==> src/hdl/tdf_pkg.sv <==
// ---------------------------------------------------------------------------
// tdf_pkg
// Types and constants shared by the timestamp drift filter modules.
// ---------------------------------------------------------------------------
`timescale 1ns / 1ps

package tdf_pkg;

	localparam int TS_W     = 64;
	localparam int CNT_W    = 10;
	localparam int PERIOD_W = 30;
	localparam int TOL_W    = 40;
	localparam int PHASE_W  = 16;
	localparam int RATIO_W  = 48;
	localparam int STAT_W   = 3;
	localparam int STEP_W   = RATIO_W + PERIOD_W;   // ratio * period, Q.frac ns
	localparam int ERR_W    = TOL_W + 1;            // signed error, |err| <= tolerance
	localparam int TMAG_W   = 46;                   // |21*err - 20*last_err|
	localparam int MA_W     = 80;                   // multiplier A operand
	localparam int MB_W     = 32;                   // multiplier B operand, one bit a cycle
	localparam int MN_W     = 6;
	localparam int PW       = MA_W + MB_W;
	localparam int NUM_W    = 128;                  // divider numerator, one bit a cycle
	localparam int DEN_W    = 80;
	localparam int DN_W     = 8;
	localparam int ADDR_W   = 6;
	localparam int DATA_W   = 64;

	localparam logic [TS_W-1:0]    I64_MAX   = {1'b0, {(TS_W-1){1'b1}}};
	localparam logic [RATIO_W-1:0] RATIO_MAX = '1;
	localparam logic [MB_W-1:0]    SKIP_MAX  = 32'h8000_0000;

	// register indexes (byte address / 8)
	localparam logic [2:0] REG_ENABLED = 3'd0;
	localparam logic [2:0] REG_PERIOD  = 3'd1;
	localparam logic [2:0] REG_TOL     = 3'd2;
	localparam logic [2:0] REG_PHASE   = 3'd3;
	localparam logic [2:0] REG_GAIN    = 3'd4;

	localparam logic CMD_SAMPLE = 1'b0;
	localparam logic CMD_BAD    = 1'b1;

	typedef enum logic [STAT_W-1:0] {
		ST_FIRST   = 3'd0,
		ST_RECOVER = 3'd1,
		ST_TOLRST  = 3'd2,
		ST_FILTER  = 3'd3,
		ST_BADREAD = 3'd4,
		ST_ERROR   = 3'd5
	} tdf_status_t;

	typedef enum logic [1:0] {
		MS_STEP,
		MS_PRED,
		MS_ADV,
		MS_TERR
	} tdf_mul_sel_t;

	typedef enum logic [1:0] {
		DS_SKIP,
		DS_PHASE,
		DS_GAIN
	} tdf_div_sel_t;

	typedef enum logic [4:0] {
		S_IDLE,
		S_DECIDE,
		S_STEP,
		S_STEP_W,
		S_SPLIT,
		S_KDIV,
		S_KDIV_W,
		S_ADV,
		S_ADV_W,
		S_PRED,
		S_PRED_W,
		S_CHECK,
		S_PHDIV,
		S_PHDIV_W,
		S_TMUL,
		S_TMUL_W,
		S_GDIV,
		S_GDIV_W,
		S_FIN
	} tdf_state_t;

	typedef struct packed {
		logic                cmd;
		logic signed [TS_W-1:0] timestamp_ns;
		logic [CNT_W-1:0]    sample_count;
	} tdf_in_t;

	typedef struct packed {
		logic signed [TS_W-1:0] filtered_ns;
		logic [STAT_W-1:0]   status;
	} tdf_out_t;

	typedef struct packed {
		logic                enabled;
		logic [PERIOD_W-1:0] expected_period_ns;
		logic [TOL_W-1:0]    tol_limit_ns;
		logic [PHASE_W-1:0]  phase_divisor;
		logic [RATIO_W-1:0]  ratio_gain_divisor;
	} tdf_cfg_t;

	typedef struct packed {
		logic         cap;
		logic         mul_start;
		tdf_mul_sel_t mul_sel;
		logic         div_start;
		tdf_div_sel_t div_sel;
		logic         step_ld;
		logic         k_ld;
		logic         pred_ld;
		logic         ph_ld;
		logic         fin;
		tdf_status_t  kind;
	} tdf_cmd_t;

	typedef struct packed {
		logic enabled;
		logic bad_cmd;
		logic cnt_zero;
		logic first;
		logic bad_read;
		logic skip_ok;
		logic over_tol;
		logic mul_done;
		logic div_done;
	} tdf_sts_t;

endpackage

==> src/hdl/timestamp_drift_filter.sv <==
// ---------------------------------------------------------------------------
// timestamp_drift_filter
// Smooths periodic sensor timestamps and tracks the sensor clock ratio.
// ---------------------------------------------------------------------------
// channel | direction | handshake         | payload
// in      | input     | in_valid/in_ready   | tdf_in_t  (cmd, timestamp_ns, sample_count)
// out     | output    | out_valid/out_ready | tdf_out_t (filtered_ns, status)
// cfg     | input     | APB psel/penable    | 64-bit registers at 8*index
//
// One item at a time. Error, bad-read and first items go straight to the
// result. Tolerance resets and recoveries use the serial multiplier;
// filtered items and recoveries that compute a skip count also use the
// one-bit-per-cycle divider. A finished result waits in the output
// register; the next item is taken meanwhile and stalls only at its own
// end if the result is still unread. Reset clears the filter state and
// loads the register defaults.
`timescale 1ns / 1ps

module timestamp_drift_filter #(
	parameter int RATIO_FRAC_BITS = 40
) (
	input  logic                         clk,
	input  logic                         arst_n,
	input  logic                         in_valid,
	output logic                         in_ready,
	input  tdf_pkg::tdf_in_t             in_data,
	output logic                         out_valid,
	input  logic                         out_ready,
	output tdf_pkg::tdf_out_t            out_data,
	input  logic                         psel,
	input  logic                         penable,
	input  logic                         pwrite,
	input  logic [tdf_pkg::ADDR_W-1:0]   paddr,
	input  logic [tdf_pkg::DATA_W-1:0]   pwdata,
	output logic [tdf_pkg::DATA_W-1:0]   prdata,
	output logic                         pready
);
	import tdf_pkg::*;

	tdf_cfg_t   cfg_q;
	tdf_cmd_t   cmd;
	tdf_sts_t   sts;
	logic [2:0] reg_idx;
	logic       wr_en;

	assign reg_idx = paddr[ADDR_W-1:3];
	assign wr_en   = psel && penable && pwrite;
	assign pready  = 1'b1;

	always_ff @(posedge clk or negedge arst_n) begin
		if (!arst_n) begin
			cfg_q.enabled            <= 1'b0;
			cfg_q.expected_period_ns <= PERIOD_W'(1000000);
			cfg_q.tol_limit_ns       <= TOL_W'(5000000);
			cfg_q.phase_divisor      <= PHASE_W'(10);
			cfg_q.ratio_gain_divisor <= RATIO_W'(64'd1000000000000);
		end else if (wr_en) begin
			unique case (reg_idx)
				REG_ENABLED: cfg_q.enabled            <= pwdata[0];
				REG_PERIOD:  cfg_q.expected_period_ns <= pwdata[PERIOD_W-1:0];
				REG_TOL:     cfg_q.tol_limit_ns       <= pwdata[TOL_W-1:0];
				REG_PHASE:   cfg_q.phase_divisor      <= pwdata[PHASE_W-1:0];
				REG_GAIN:    cfg_q.ratio_gain_divisor <= pwdata[RATIO_W-1:0];
				default:     cfg_q.enabled            <= cfg_q.enabled;
			endcase
		end
	end

	always_comb begin
		unique case (reg_idx)
			REG_ENABLED: prdata = DATA_W'(cfg_q.enabled);
			REG_PERIOD:  prdata = DATA_W'(cfg_q.expected_period_ns);
			REG_TOL:     prdata = DATA_W'(cfg_q.tol_limit_ns);
			REG_PHASE:   prdata = DATA_W'(cfg_q.phase_divisor);
			REG_GAIN:    prdata = DATA_W'(cfg_q.ratio_gain_divisor);
			default:     prdata = '0;
		endcase
	end

	tdf_ctrl u_ctrl (
		.clk       (clk),
		.arst_n    (arst_n),
		.in_valid  (in_valid),
		.in_ready  (in_ready),
		.out_valid (out_valid),
		.out_ready (out_ready),
		.sts       (sts),
		.cmd       (cmd)
	);

	tdf_dp #(
		.RATIO_FRAC_BITS (RATIO_FRAC_BITS)
	) u_dp (
		.clk      (clk),
		.arst_n   (arst_n),
		.cmd      (cmd),
		.cfg      (cfg_q),
		.in_data  (in_data),
		.sts      (sts),
		.out_data (out_data)
	);

endmodule

==> src/hdl/tdf_mul.sv <==
// ---------------------------------------------------------------------------
// tdf_mul
// Shift-add multiplier, one bit of the B operand per cycle.
// ---------------------------------------------------------------------------
`timescale 1ns / 1ps

module tdf_mul (
	input  logic                   clk,
	input  logic                   arst_n,
	input  logic                   start,
	input  logic [tdf_pkg::MA_W-1:0] a,
	input  logic [tdf_pkg::MB_W-1:0] b,
	input  logic [tdf_pkg::MN_W-1:0] n,
	output logic                   done,
	output logic [tdf_pkg::PW-1:0] prod
);
	import tdf_pkg::*;

	logic [PW-1:0]   acc_q;
	logic [PW-1:0]   a_q;
	logic [MB_W-1:0] b_q;
	logic [MN_W-1:0] cnt_q;
	logic            busy_q;
	logic            done_q;

	always_ff @(posedge clk or negedge arst_n) begin
		if (!arst_n) begin
			busy_q <= 1'b0;
			done_q <= 1'b0;
			cnt_q  <= '0;
		end else begin
			done_q <= 1'b0;
			if (start) begin
				busy_q <= 1'b1;
				cnt_q  <= n;
			end else if (busy_q) begin
				cnt_q <= cnt_q - 1'b1;
				if (cnt_q == MN_W'(1)) begin
					busy_q <= 1'b0;
					done_q <= 1'b1;
				end
			end
		end
	end

	always_ff @(posedge clk) begin
		if (start) begin
			acc_q <= '0;
			a_q   <= PW'(a);
			b_q   <= b;
		end else if (busy_q) begin
			if (b_q[0]) begin
				acc_q <= acc_q + a_q;
			end
			a_q <= a_q << 1;
			b_q <= b_q >> 1;
		end
	end

	assign done = done_q;
	assign prod = acc_q;

endmodule

==> src/hdl/tdf_div.sv <==
// ---------------------------------------------------------------------------
// tdf_div
// Restoring divider, one quotient bit per cycle. The numerator arrives
// left-aligned; n is the number of significant numerator bits.
// ---------------------------------------------------------------------------
`timescale 1ns / 1ps

module tdf_div (
	input  logic                      clk,
	input  logic                      arst_n,
	input  logic                      start,
	input  logic [tdf_pkg::NUM_W-1:0] num,
	input  logic [tdf_pkg::DEN_W-1:0] den,
	input  logic [tdf_pkg::DN_W-1:0]  n,
	output logic                      done,
	output logic [tdf_pkg::NUM_W-1:0] quot,
	output logic [tdf_pkg::DEN_W-1:0] rem
);
	import tdf_pkg::*;

	logic [NUM_W-1:0] num_q;
	logic [NUM_W-1:0] quo_q;
	logic [DEN_W-1:0] rem_q;
	logic [DEN_W-1:0] den_q;
	logic [DN_W-1:0]  cnt_q;
	logic             busy_q;
	logic             done_q;
	logic [DEN_W:0]   sh;
	logic             fit;

	assign sh  = {rem_q, num_q[NUM_W-1]};
	assign fit = sh >= {1'b0, den_q};

	always_ff @(posedge clk or negedge arst_n) begin
		if (!arst_n) begin
			busy_q <= 1'b0;
			done_q <= 1'b0;
			cnt_q  <= '0;
		end else begin
			done_q <= 1'b0;
			if (start) begin
				busy_q <= 1'b1;
				cnt_q  <= n;
			end else if (busy_q) begin
				cnt_q <= cnt_q - 1'b1;
				if (cnt_q == DN_W'(1)) begin
					busy_q <= 1'b0;
					done_q <= 1'b1;
				end
			end
		end
	end

	always_ff @(posedge clk) begin
		if (start) begin
			num_q <= num;
			den_q <= den;
			rem_q <= '0;
			quo_q <= '0;
		end else if (busy_q) begin
			num_q <= num_q << 1;
			quo_q <= {quo_q[NUM_W-2:0], fit};
			if (fit) begin
				rem_q <= DEN_W'(sh - {1'b0, den_q});
			end else begin
				rem_q <= sh[DEN_W-1:0];
			end
		end
	end

	assign done = done_q;
	assign quot = quo_q;
	assign rem  = rem_q;

endmodule

==> src/hdl/tdf_dp.sv <==
// ---------------------------------------------------------------------------
// tdf_dp
// Filter datapath: filter state, operand selection for the shared
// multiplier and divider, saturation and the result register.
// ---------------------------------------------------------------------------
`timescale 1ns / 1ps

module tdf_dp #(
	parameter int RATIO_FRAC_BITS = 40
) (
	input  logic               clk,
	input  logic               arst_n,
	input  tdf_pkg::tdf_cmd_t  cmd,
	input  tdf_pkg::tdf_cfg_t  cfg,
	input  tdf_pkg::tdf_in_t   in_data,
	output tdf_pkg::tdf_sts_t  sts,
	output tdf_pkg::tdf_out_t  out_data
);
	import tdf_pkg::*;

	localparam int KN_W = TS_W + RATIO_FRAC_BITS + 2;
	localparam int GN_W = TMAG_W + CNT_W + RATIO_FRAC_BITS + 2;
	localparam logic [RATIO_W-1:0] RATIO_ONE = RATIO_W'(1) << RATIO_FRAC_BITS;

	// item and state
	logic                    cmd_q;
	logic signed [TS_W-1:0]  ts_q;
	logic [CNT_W-1:0]        cnt_q;
	logic signed [TS_W-1:0]  last_stamp_q;
	logic signed [ERR_W-1:0] last_err_q;
	logic [RATIO_W-1:0]      ratio_q;
	logic                    bad_read_q;
	logic [STEP_W-1:0]       step_q;
	logic [MB_W-1:0]         k_q;
	logic signed [TS_W-1:0]  pred_q;
	logic signed [TS_W-1:0]  filt_q;
	tdf_out_t                out_q;

	// units
	logic [MA_W-1:0]  mul_a;
	logic [MB_W-1:0]  mul_b;
	logic [MN_W-1:0]  mul_n;
	logic             mul_done;
	logic [PW-1:0]    prod;
	logic [NUM_W-1:0] div_num;
	logic [DEN_W-1:0] div_den;
	logic [DN_W-1:0]  div_n;
	logic             div_done;
	logic [NUM_W-1:0] quot;
	logic [DEN_W-1:0] rem;

	// combinational
	logic                    first;
	logic [TS_W-1:0]         delta;
	logic                    skip_ok;
	logic                    ge;
	logic [TS_W-1:0]         mag;
	logic                    over_tol;
	logic [PHASE_W-1:0]      phase_eff;
	logic [RATIO_W-1:0]      gain_eff;
	logic [PW-1:0]           adv;
	logic [TS_W-1:0]         lim;
	logic signed [TS_W-1:0]  pred_d;
	logic [NUM_W-1:0]        num_k;
	logic [NUM_W-1:0]        num_g;
	logic [MB_W-1:0]         k_d;
	logic [TS_W-1:0]         qmag;
	logic signed [TS_W-1:0]  qs;
	logic signed [TS_W-1:0]  sum_f;
	logic                    rnz;
	logic signed [TS_W-1:0]  filt_d;
	logic signed [47:0]      d_ext;
	logic signed [47:0]      le_ext;
	logic signed [47:0]      terr;
	logic signed [47:0]      tabs;
	logic                    tneg;
	logic [TMAG_W-1:0]       tmag;
	logic [RATIO_W-1:0]      up_lim;
	logic [RATIO_W-1:0]      ratio_d;

	assign first     = last_stamp_q[TS_W-1] || (last_stamp_q == '0);
	assign delta     = $unsigned(ts_q) - $unsigned(last_stamp_q);
	assign skip_ok   = (ts_q > last_stamp_q) && (step_q != '0);
	assign ge        = ts_q >= pred_q;
	assign mag       = ge ? ($unsigned(ts_q) - $unsigned(pred_q))
	                      : ($unsigned(pred_q) - $unsigned(ts_q));
	assign over_tol  = mag > TS_W'(cfg.tol_limit_ns);
	assign phase_eff = (cfg.phase_divisor == '0) ? PHASE_W'(1) : cfg.phase_divisor;
	assign gain_eff  = (cfg.ratio_gain_divisor == '0) ? RATIO_W'(1) : cfg.ratio_gain_divisor;

	// last + (product >> frac), saturated at the largest positive stamp
	assign adv    = prod >> RATIO_FRAC_BITS;
	assign lim    = I64_MAX - $unsigned(last_stamp_q);
	assign pred_d = (adv > PW'(lim)) ? $signed(I64_MAX)
	                                 : $signed($unsigned(last_stamp_q) + adv[TS_W-1:0]);

	// PD term
	assign d_ext  = ge ? $signed({8'b0, mag[TOL_W-1:0]}) : -$signed({8'b0, mag[TOL_W-1:0]});
	assign le_ext = 48'(last_err_q);
	assign terr   = d_ext * 48'sd21 - le_ext * 48'sd20;
	assign tneg   = terr[47];
	assign tabs   = tneg ? -terr : terr;
	assign tmag   = tabs[TMAG_W-1:0];

	always_comb begin
		case (cmd.mul_sel)
			MS_STEP: begin
				mul_a = MA_W'(ratio_q);
				mul_b = MB_W'(cfg.expected_period_ns);
				mul_n = MN_W'(PERIOD_W);
			end
			MS_PRED: begin
				mul_a = MA_W'(step_q);
				mul_b = MB_W'(cnt_q);
				mul_n = MN_W'(CNT_W);
			end
			MS_ADV: begin
				mul_a = MA_W'(step_q);
				mul_b = k_q;
				mul_n = MN_W'(MB_W);
			end
			default: begin
				mul_a = MA_W'(tmag);
				mul_b = MB_W'(cnt_q);
				mul_n = MN_W'(CNT_W);
			end
		endcase
	end

	assign num_k = (NUM_W'(delta) << (RATIO_FRAC_BITS + 1)) + NUM_W'(step_q);
	assign num_g = (NUM_W'(prod) << (RATIO_FRAC_BITS + 1)) + NUM_W'(gain_eff);

	always_comb begin
		case (cmd.div_sel)
			DS_SKIP: begin
				div_num = num_k << (NUM_W - KN_W);
				div_den = DEN_W'({step_q, 1'b0});
				div_n   = DN_W'(KN_W);
			end
			DS_PHASE: begin
				div_num = NUM_W'(mag) << (NUM_W - TS_W);
				div_den = DEN_W'(phase_eff);
				div_n   = DN_W'(TS_W);
			end
			default: begin
				div_num = num_g << (NUM_W - GN_W);
				div_den = DEN_W'({gain_eff, 1'b0});
				div_n   = DN_W'(GN_W);
			end
		endcase
	end

	tdf_mul u_mul (
		.clk    (clk),
		.arst_n (arst_n),
		.start  (cmd.mul_start),
		.a      (mul_a),
		.b      (mul_b),
		.n      (mul_n),
		.done   (mul_done),
		.prod   (prod)
	);

	tdf_div u_div (
		.clk    (clk),
		.arst_n (arst_n),
		.start  (cmd.div_start),
		.num    (div_num),
		.den    (div_den),
		.n      (div_n),
		.done   (div_done),
		.quot   (quot),
		.rem    (rem)
	);

	// skipped periods, rounded, at least one, clamped
	always_comb begin
		if (!skip_ok) begin
			k_d = MB_W'(1);
		end else if (quot > NUM_W'(SKIP_MAX)) begin
			k_d = SKIP_MAX;
		end else if (quot > NUM_W'(1)) begin
			k_d = quot[MB_W-1:0];
		end else begin
			k_d = MB_W'(1);
		end
	end

	// floor division of the error, then truncate the sum toward zero
	assign rnz   = rem != '0;
	assign qmag  = TS_W'(quot[TOL_W-1:0]) + TS_W'(!ge && rnz);
	assign qs    = ge ? $signed(qmag) : -$signed(qmag);
	assign sum_f = pred_q + qs;

	always_comb begin
		if (ge && sum_f[TS_W-1]) begin
			filt_d = $signed(I64_MAX);
		end else if (sum_f[TS_W-1] && rnz) begin
			filt_d = sum_f + 64'sd1;
		end else begin
			filt_d = sum_f;
		end
	end

	assign up_lim = RATIO_MAX - ratio_q;

	always_comb begin
		if (!tneg) begin
			ratio_d = (quot > NUM_W'(up_lim)) ? RATIO_MAX : ratio_q + quot[RATIO_W-1:0];
		end else begin
			ratio_d = (quot >= NUM_W'(ratio_q)) ? '0 : ratio_q - quot[RATIO_W-1:0];
		end
	end

	// working registers
	always_ff @(posedge clk) begin
		if (cmd.cap) begin
			cmd_q <= in_data.cmd;
			ts_q  <= in_data.timestamp_ns;
			cnt_q <= in_data.sample_count;
		end
		if (cmd.step_ld) begin
			step_q <= prod[STEP_W-1:0];
		end
		if (cmd.k_ld) begin
			k_q <= k_d;
		end
		if (cmd.pred_ld) begin
			pred_q <= pred_d;
		end
		if (cmd.ph_ld) begin
			filt_q <= filt_d;
		end
		if (cmd.fin) begin
			out_q.status <= cmd.kind;
			case (cmd.kind)
				ST_FIRST, ST_TOLRST: out_q.filtered_ns <= ts_q;
				ST_RECOVER:          out_q.filtered_ns <= pred_q;
				ST_FILTER:           out_q.filtered_ns <= filt_q;
				ST_BADREAD:          out_q.filtered_ns <= '0;
				default:             out_q.filtered_ns <= '1;
			endcase
		end
	end

	// filter state
	always_ff @(posedge clk or negedge arst_n) begin
		if (!arst_n) begin
			last_stamp_q <= '0;
			last_err_q   <= '0;
			ratio_q      <= RATIO_ONE;
			bad_read_q   <= 1'b0;
		end else if (cmd.fin) begin
			case (cmd.kind)
				ST_FIRST, ST_TOLRST: begin
					last_stamp_q <= ts_q;
					last_err_q   <= '0;
					bad_read_q   <= 1'b0;
				end
				ST_RECOVER: begin
					last_stamp_q <= pred_q;
					last_err_q   <= '0;
					bad_read_q   <= 1'b0;
				end
				ST_FILTER: begin
					last_stamp_q <= filt_q;
					last_err_q   <= d_ext[ERR_W-1:0];
					ratio_q      <= ratio_d;
				end
				ST_BADREAD: begin
					bad_read_q <= 1'b1;
				end
				default: begin
					last_stamp_q <= last_stamp_q;
				end
			endcase
		end
	end

	assign sts.enabled  = cfg.enabled;
	assign sts.bad_cmd  = cmd_q == CMD_BAD;
	assign sts.cnt_zero = cnt_q == '0;
	assign sts.first    = first;
	assign sts.bad_read = bad_read_q;
	assign sts.skip_ok  = skip_ok;
	assign sts.over_tol = over_tol;
	assign sts.mul_done = mul_done;
	assign sts.div_done = div_done;

	assign out_data = out_q;

endmodule

==> src/hdl/tdf_ctrl.sv <==
// ---------------------------------------------------------------------------
// tdf_ctrl
// Sequencer: steps the datapath through one item and owns both handshakes.
// ---------------------------------------------------------------------------
`timescale 1ns / 1ps

module tdf_ctrl (
	input  logic              clk,
	input  logic              arst_n,
	input  logic              in_valid,
	output logic              in_ready,
	output logic              out_valid,
	input  logic              out_ready,
	input  tdf_pkg::tdf_sts_t sts,
	output tdf_pkg::tdf_cmd_t cmd
);
	import tdf_pkg::*;

	tdf_state_t  state_q, state_d;
	tdf_status_t kind_q, kind_d;
	logic        out_valid_q;
	logic        out_free;

	assign out_free = !out_valid_q || out_ready;

	always_comb begin
		state_d = state_q;
		kind_d  = kind_q;
		unique case (state_q)
			S_IDLE:   if (in_valid) state_d = S_DECIDE;
			S_DECIDE: begin
				state_d = S_FIN;
				if (!sts.enabled) begin
					kind_d = ST_ERROR;
				end else if (sts.bad_cmd) begin
					kind_d = ST_BADREAD;
				end else if (sts.cnt_zero) begin
					kind_d = ST_ERROR;
				end else if (sts.first) begin
					kind_d = ST_FIRST;
				end else begin
					state_d = S_STEP;
				end
			end
			S_STEP:   state_d = S_STEP_W;
			S_STEP_W: if (sts.mul_done) state_d = S_SPLIT;
			S_SPLIT: begin
				if (!sts.bad_read) begin
					state_d = S_PRED;
				end else if (sts.skip_ok) begin
					state_d = S_KDIV;
				end else begin
					state_d = S_ADV;
				end
			end
			S_KDIV:   state_d = S_KDIV_W;
			S_KDIV_W: if (sts.div_done) state_d = S_ADV;
			S_ADV:    state_d = S_ADV_W;
			S_ADV_W: begin
				if (sts.mul_done) begin
					state_d = S_FIN;
					kind_d  = ST_RECOVER;
				end
			end
			S_PRED:   state_d = S_PRED_W;
			S_PRED_W: if (sts.mul_done) state_d = S_CHECK;
			S_CHECK: begin
				if (sts.over_tol) begin
					state_d = S_FIN;
					kind_d  = ST_TOLRST;
				end else begin
					state_d = S_PHDIV;
				end
			end
			S_PHDIV:   state_d = S_PHDIV_W;
			S_PHDIV_W: if (sts.div_done) state_d = S_TMUL;
			S_TMUL:    state_d = S_TMUL_W;
			S_TMUL_W:  if (sts.mul_done) state_d = S_GDIV;
			S_GDIV:    state_d = S_GDIV_W;
			S_GDIV_W: begin
				if (sts.div_done) begin
					state_d = S_FIN;
					kind_d  = ST_FILTER;
				end
			end
			S_FIN:    if (out_free) state_d = S_IDLE;
			default:  state_d = S_IDLE;
		endcase
	end

	always_comb begin
		cmd           = '0;
		cmd.kind      = kind_q;
		cmd.mul_sel   = MS_STEP;
		cmd.div_sel   = DS_SKIP;
		unique case (state_q)
			S_IDLE:   cmd.cap = in_valid;
			S_STEP:   cmd.mul_start = 1'b1;
			S_STEP_W: cmd.step_ld = sts.mul_done;
			S_SPLIT:  cmd.k_ld = sts.bad_read && !sts.skip_ok;
			S_KDIV:   cmd.div_start = 1'b1;
			S_KDIV_W: cmd.k_ld = sts.div_done;
			S_ADV: begin
				cmd.mul_sel   = MS_ADV;
				cmd.mul_start = 1'b1;
			end
			S_ADV_W: begin
				cmd.mul_sel = MS_ADV;
				cmd.pred_ld = sts.mul_done;
			end
			S_PRED: begin
				cmd.mul_sel   = MS_PRED;
				cmd.mul_start = 1'b1;
			end
			S_PRED_W: begin
				cmd.mul_sel = MS_PRED;
				cmd.pred_ld = sts.mul_done;
			end
			S_PHDIV: begin
				cmd.div_sel   = DS_PHASE;
				cmd.div_start = 1'b1;
			end
			S_PHDIV_W: begin
				cmd.div_sel = DS_PHASE;
				cmd.ph_ld   = sts.div_done;
			end
			S_TMUL: begin
				cmd.mul_sel   = MS_TERR;
				cmd.mul_start = 1'b1;
			end
			S_TMUL_W: cmd.mul_sel = MS_TERR;
			S_GDIV: begin
				cmd.mul_sel   = MS_TERR;
				cmd.div_sel   = DS_GAIN;
				cmd.div_start = 1'b1;
			end
			S_GDIV_W: begin
				cmd.mul_sel = MS_TERR;
				cmd.div_sel = DS_GAIN;
			end
			S_FIN: begin
				cmd.div_sel = DS_GAIN;
				cmd.fin     = out_free;
			end
			default: cmd.cap = 1'b0;
		endcase
	end

	always_ff @(posedge clk or negedge arst_n) begin
		if (!arst_n) begin
			state_q     <= S_IDLE;
			kind_q      <= ST_ERROR;
			out_valid_q <= 1'b0;
		end else begin
			state_q <= state_d;
			kind_q  <= kind_d;
			if (cmd.fin) begin
				out_valid_q <= 1'b1;
			end else if (out_ready) begin
				out_valid_q <= 1'b0;
			end
		end
	end

	assign in_ready  = state_q == S_IDLE;
	assign out_valid = out_valid_q;

endmodule

==> config.mk <==
export PLATFORM = sky130hd
export DESIGN_NAME = timestamp_drift_filter
export DESIGN_NICKNAME = d
export VERILOG_FILES = /design/src/hdl/tdf_pkg.sv /design/src/hdl/timestamp_drift_filter.sv /design/src/hdl/tdf_mul.sv /design/src/hdl/tdf_div.sv /design/src/hdl/tdf_dp.sv /design/src/hdl/tdf_ctrl.sv
export SDC_FILE = /design/constraint.sdc
export NUM_CORES = 2
export LEC_CHECK = 0
export BUFFER_PORTS_ARGS = -buffer_cell sky130_fd_sc_hd__buf_2
export CORE_UTILIZATION = 41
export DETAILED_ROUTE_END_ITERATION = 7
export HOLD_SLACK_MARGIN = 0.06
export SKIP_CTS_REPAIR_TIMING = 1
export SLEW_MARGIN = 0
export SYNTH_ARGS = -nofsm -noshare
export SYNTH_HDL_FRONTEND = slang
export SYNTH_SLANG_ARGS = --single-unit
==> constraint.sdc <==
create_clock -name clk -period 12.6 [get_ports clk]
set_input_delay 0 -clock clk [delete_from_list [all_inputs] [get_ports clk]]
set_output_delay 0 -clock clk [all_outputs]
set_load 0.01 [all_outputs]
==> results.ini <==
[synthesis]
syn_area_per_cell_um2 = 8.23
synth-edff-count = 677
synthFlopType = edfxtp_1
ys_seq_area_share_pct = 31.4
synth_top_area_cell = edfxtp_1
post_synth_most_frequent_cells = nand2_1 (1,457), a21oi_1 (1,280), nor2_1 (1,110), ha_1 (991), inv_1 (967)
synth_cell_types = 112
yosys_warnings = 0
synth.top_cell.area_share_pct = 18.1
ys_ff_latch = 1345
synth_most_common_cell = nand2_1
synth_area_mm2 = 0.112
yosys-top-cells-area = edfxtp_1 (18%), ha_1 (11%), dfrtp_1 (6.3%)
synthArstFlopShare_pct = 23.5
synth_cells = 13643

[clock_network]
cts_htree_levels = 4
cts_root_buffer = clkbuf_16
cts.clk_slew.worst_paths_ns = 0.06
cts_buffer_depth = 4
tritoncts = built
cts_buffers = 169
cts_sinks = 1345
clock_latency_ns = 0.93

[grt]
overflow = 0
use_met2_pct = 52.5
busiest_layer = met2
grt_pass1_wl_um = 702000
use_met3_pct = 6.10
grt_use_met1_pct = 44.4
grt_usage_pct = 34.5
antenna_found_initial = 49
grt_pass1_vias = 99539
grt_start_max_net_pins = 188

[placement]
port_buffers = 249
dp_hpwl_um = 391000
gp_congestion = 1.09

[routing]
drtAntennaViolNets = 0
first_pass_iters = 8
drcViolationCount = 2
routed_via_density = 6.13
num_vias = 108991
detail_route.wl_per_cell_um = 28.0
drt-total-wl_um = 498000
drt_iter0_markers = 12635

[run_status]
violations = design-rule violations
run_status = finished with violations

[final_layout]
fin_util_pct = 46.8
ff_latch_area_mm2 = 0.0353
layout.nets = 15267
drive_gt1_share_pct = 8.77
multi_input_area_mm2 = 0.0708
nFillCells = 27099
syn_to_final_growth_pct = 13.2

[timing]
hold_ws_ns = 0.0162
post-route-period-util_pct = 97.8
fin_skew_ns = 0.112
clock.fmax_mhz = 81.1
hold_viol_final = 0
slew_viol_final = 0
tightestPinTransition_ns = 1.34
slew_headroom_pct = 9.59
tns_ns = 0
rsz0062_at_grt = no
post-route-min-period_ns = 12.33
finalSetupViolations = 0

[flow_run]
maxCapViolations = 0

[floorplanning]
die_h_um = 525
num_rows = 191
coreArea_mm2 = 0.272
dieArea_mm2 = 0.276
io_pins = 286
fp.dieW_um = 525
start_util_pct = 41.3

[critical_path]
worst-path-buf-inv = 10
max_stage_delay_ns = 0.56
cp.arrival_ns = 12.97
slowest_stage = or2_1
cp_max_fo = 20
critPathRequiredTime_ns = 13.24
path_class = reg -> reg
critPathLaunchType = flip-flop
critical_path.top_delay_family = compound AO/OA/AOI/OAI gates
end_kind = flip-flop

[min_path]
hp-class = in -> reg

-- worst paths after layout --
check	start	endpoint	slack, ns	cells past startpoint
worst max-delay path	u_dp.ts_q[0]	u_dp.u_mul.a_q[28]	0.27	45
worst min-delay path	pwdata[1]	cfg_q[65]	0.02	4
worst max register to register	u_dp.ts_q[0]	u_dp.u_mul.a_q[28]	0.27	45
worst min register to register	u_dp.u_mul.prod[109]	u_dp.u_mul.prod[109]	0.49	2
max in group asynchronous	arst_n	u_dp.last_err_q[21]	10.80	5
min in group asynchronous	arst_n	cfg_q[28]	0.26	3
-- metrics by stage --
stage / instances / setup WS [ns] / cell area (um^2)
2_1_floorplan: 13658 / 0.594 / 112000
3_3_place_gp: 17191 / 0.548 / 119000
3_5_place_dp: 17191 / 0.350 / 119000
4_1_cts: 17501 / 0.355 / 124000
5_1_grt: 17767 / 0.0128 / 127000
6_report: 17779 / 0.271 / 127000
-- cell usage in the layout (no fill, tap or decap), types with 215 or more instances in the layout --
master / Yosys / final
xor2_1: 305 / 305
nor3_1: 260 / 257
dfrtp_1: 283 / 280
buf_4: 23 / 432
nand3_1: 302 / 301
dlygate4sd3_1: 0 / 255
nor2_1: 1110 / 1106
edfxtp_1: 677 / 677
buf_2: 44 / 248
nand2_1: 1457 / 1452
nand4_1: 215 / 215
mux2i_1: 250 / 250
o21ai_0: 810 / 809
a21oi_1: 1280 / 1277
xnor2_1: 457 / 454
ha_1: 991 / 989
inv_1: 967 / 963
a21o_1: 453 / 453
dfxtp_1: 352 / 352
-- flip-flops by register name, summed over array words and instances, names as in the netlist, 67 cells and up --
name and count:
u_dp.u_mul.prod 112, u_dp.step_q 78, u_dp.u_div.quot 128, u_dp.u_mul.a_q 112, cfg_q 135, u_dp.u_div.den_q 79, u_dp.u_div.num_q 106, u_dp.u_div.rem 80
u_dp.out_data 67
-- logic make-up after synthesis --
family	count (synthesis)	share of synthesized area, %
compound gates	4054	22.9
flops	1345	31.4
buf+inv	1706	5.88
fa+ha+maj	1064	12.3
xor+xnor	765	6.01
mux	341	3.14
simple gates	4366	18.3
other cells	2	0.00669
-- routing by layer --
layer  part of all wire, %  routed length, um
met1                    40             199000
met5                 0.031                155
met3                   9.0              44800
met4                   8.2              40700
met2                    43             214000
-- final cells by class --
type / instances / area share [%]
repair buffers: 947 / 5.72
flip-flops and latches: 1345 / 27.8
well taps: 3570 / 3.51
clock inverters: 74 / 0.648
clock buffers: 236 / 3.74
multi-input cells: 10607 / 55.6
diodes: 19 / 0.0374
inverters: 981 / 2.90
-- tightest hold or removal path, stage by stage --
cell           delay (ns)
dlygate4sd3_1        0.56
buf_2                0.20
nand2_1              0.06
o21ai_0              0.07
Power is left out: the tool's default activity adds up to more than one toggle a clock period on the data nets, which glitch-free logic cannot reach.
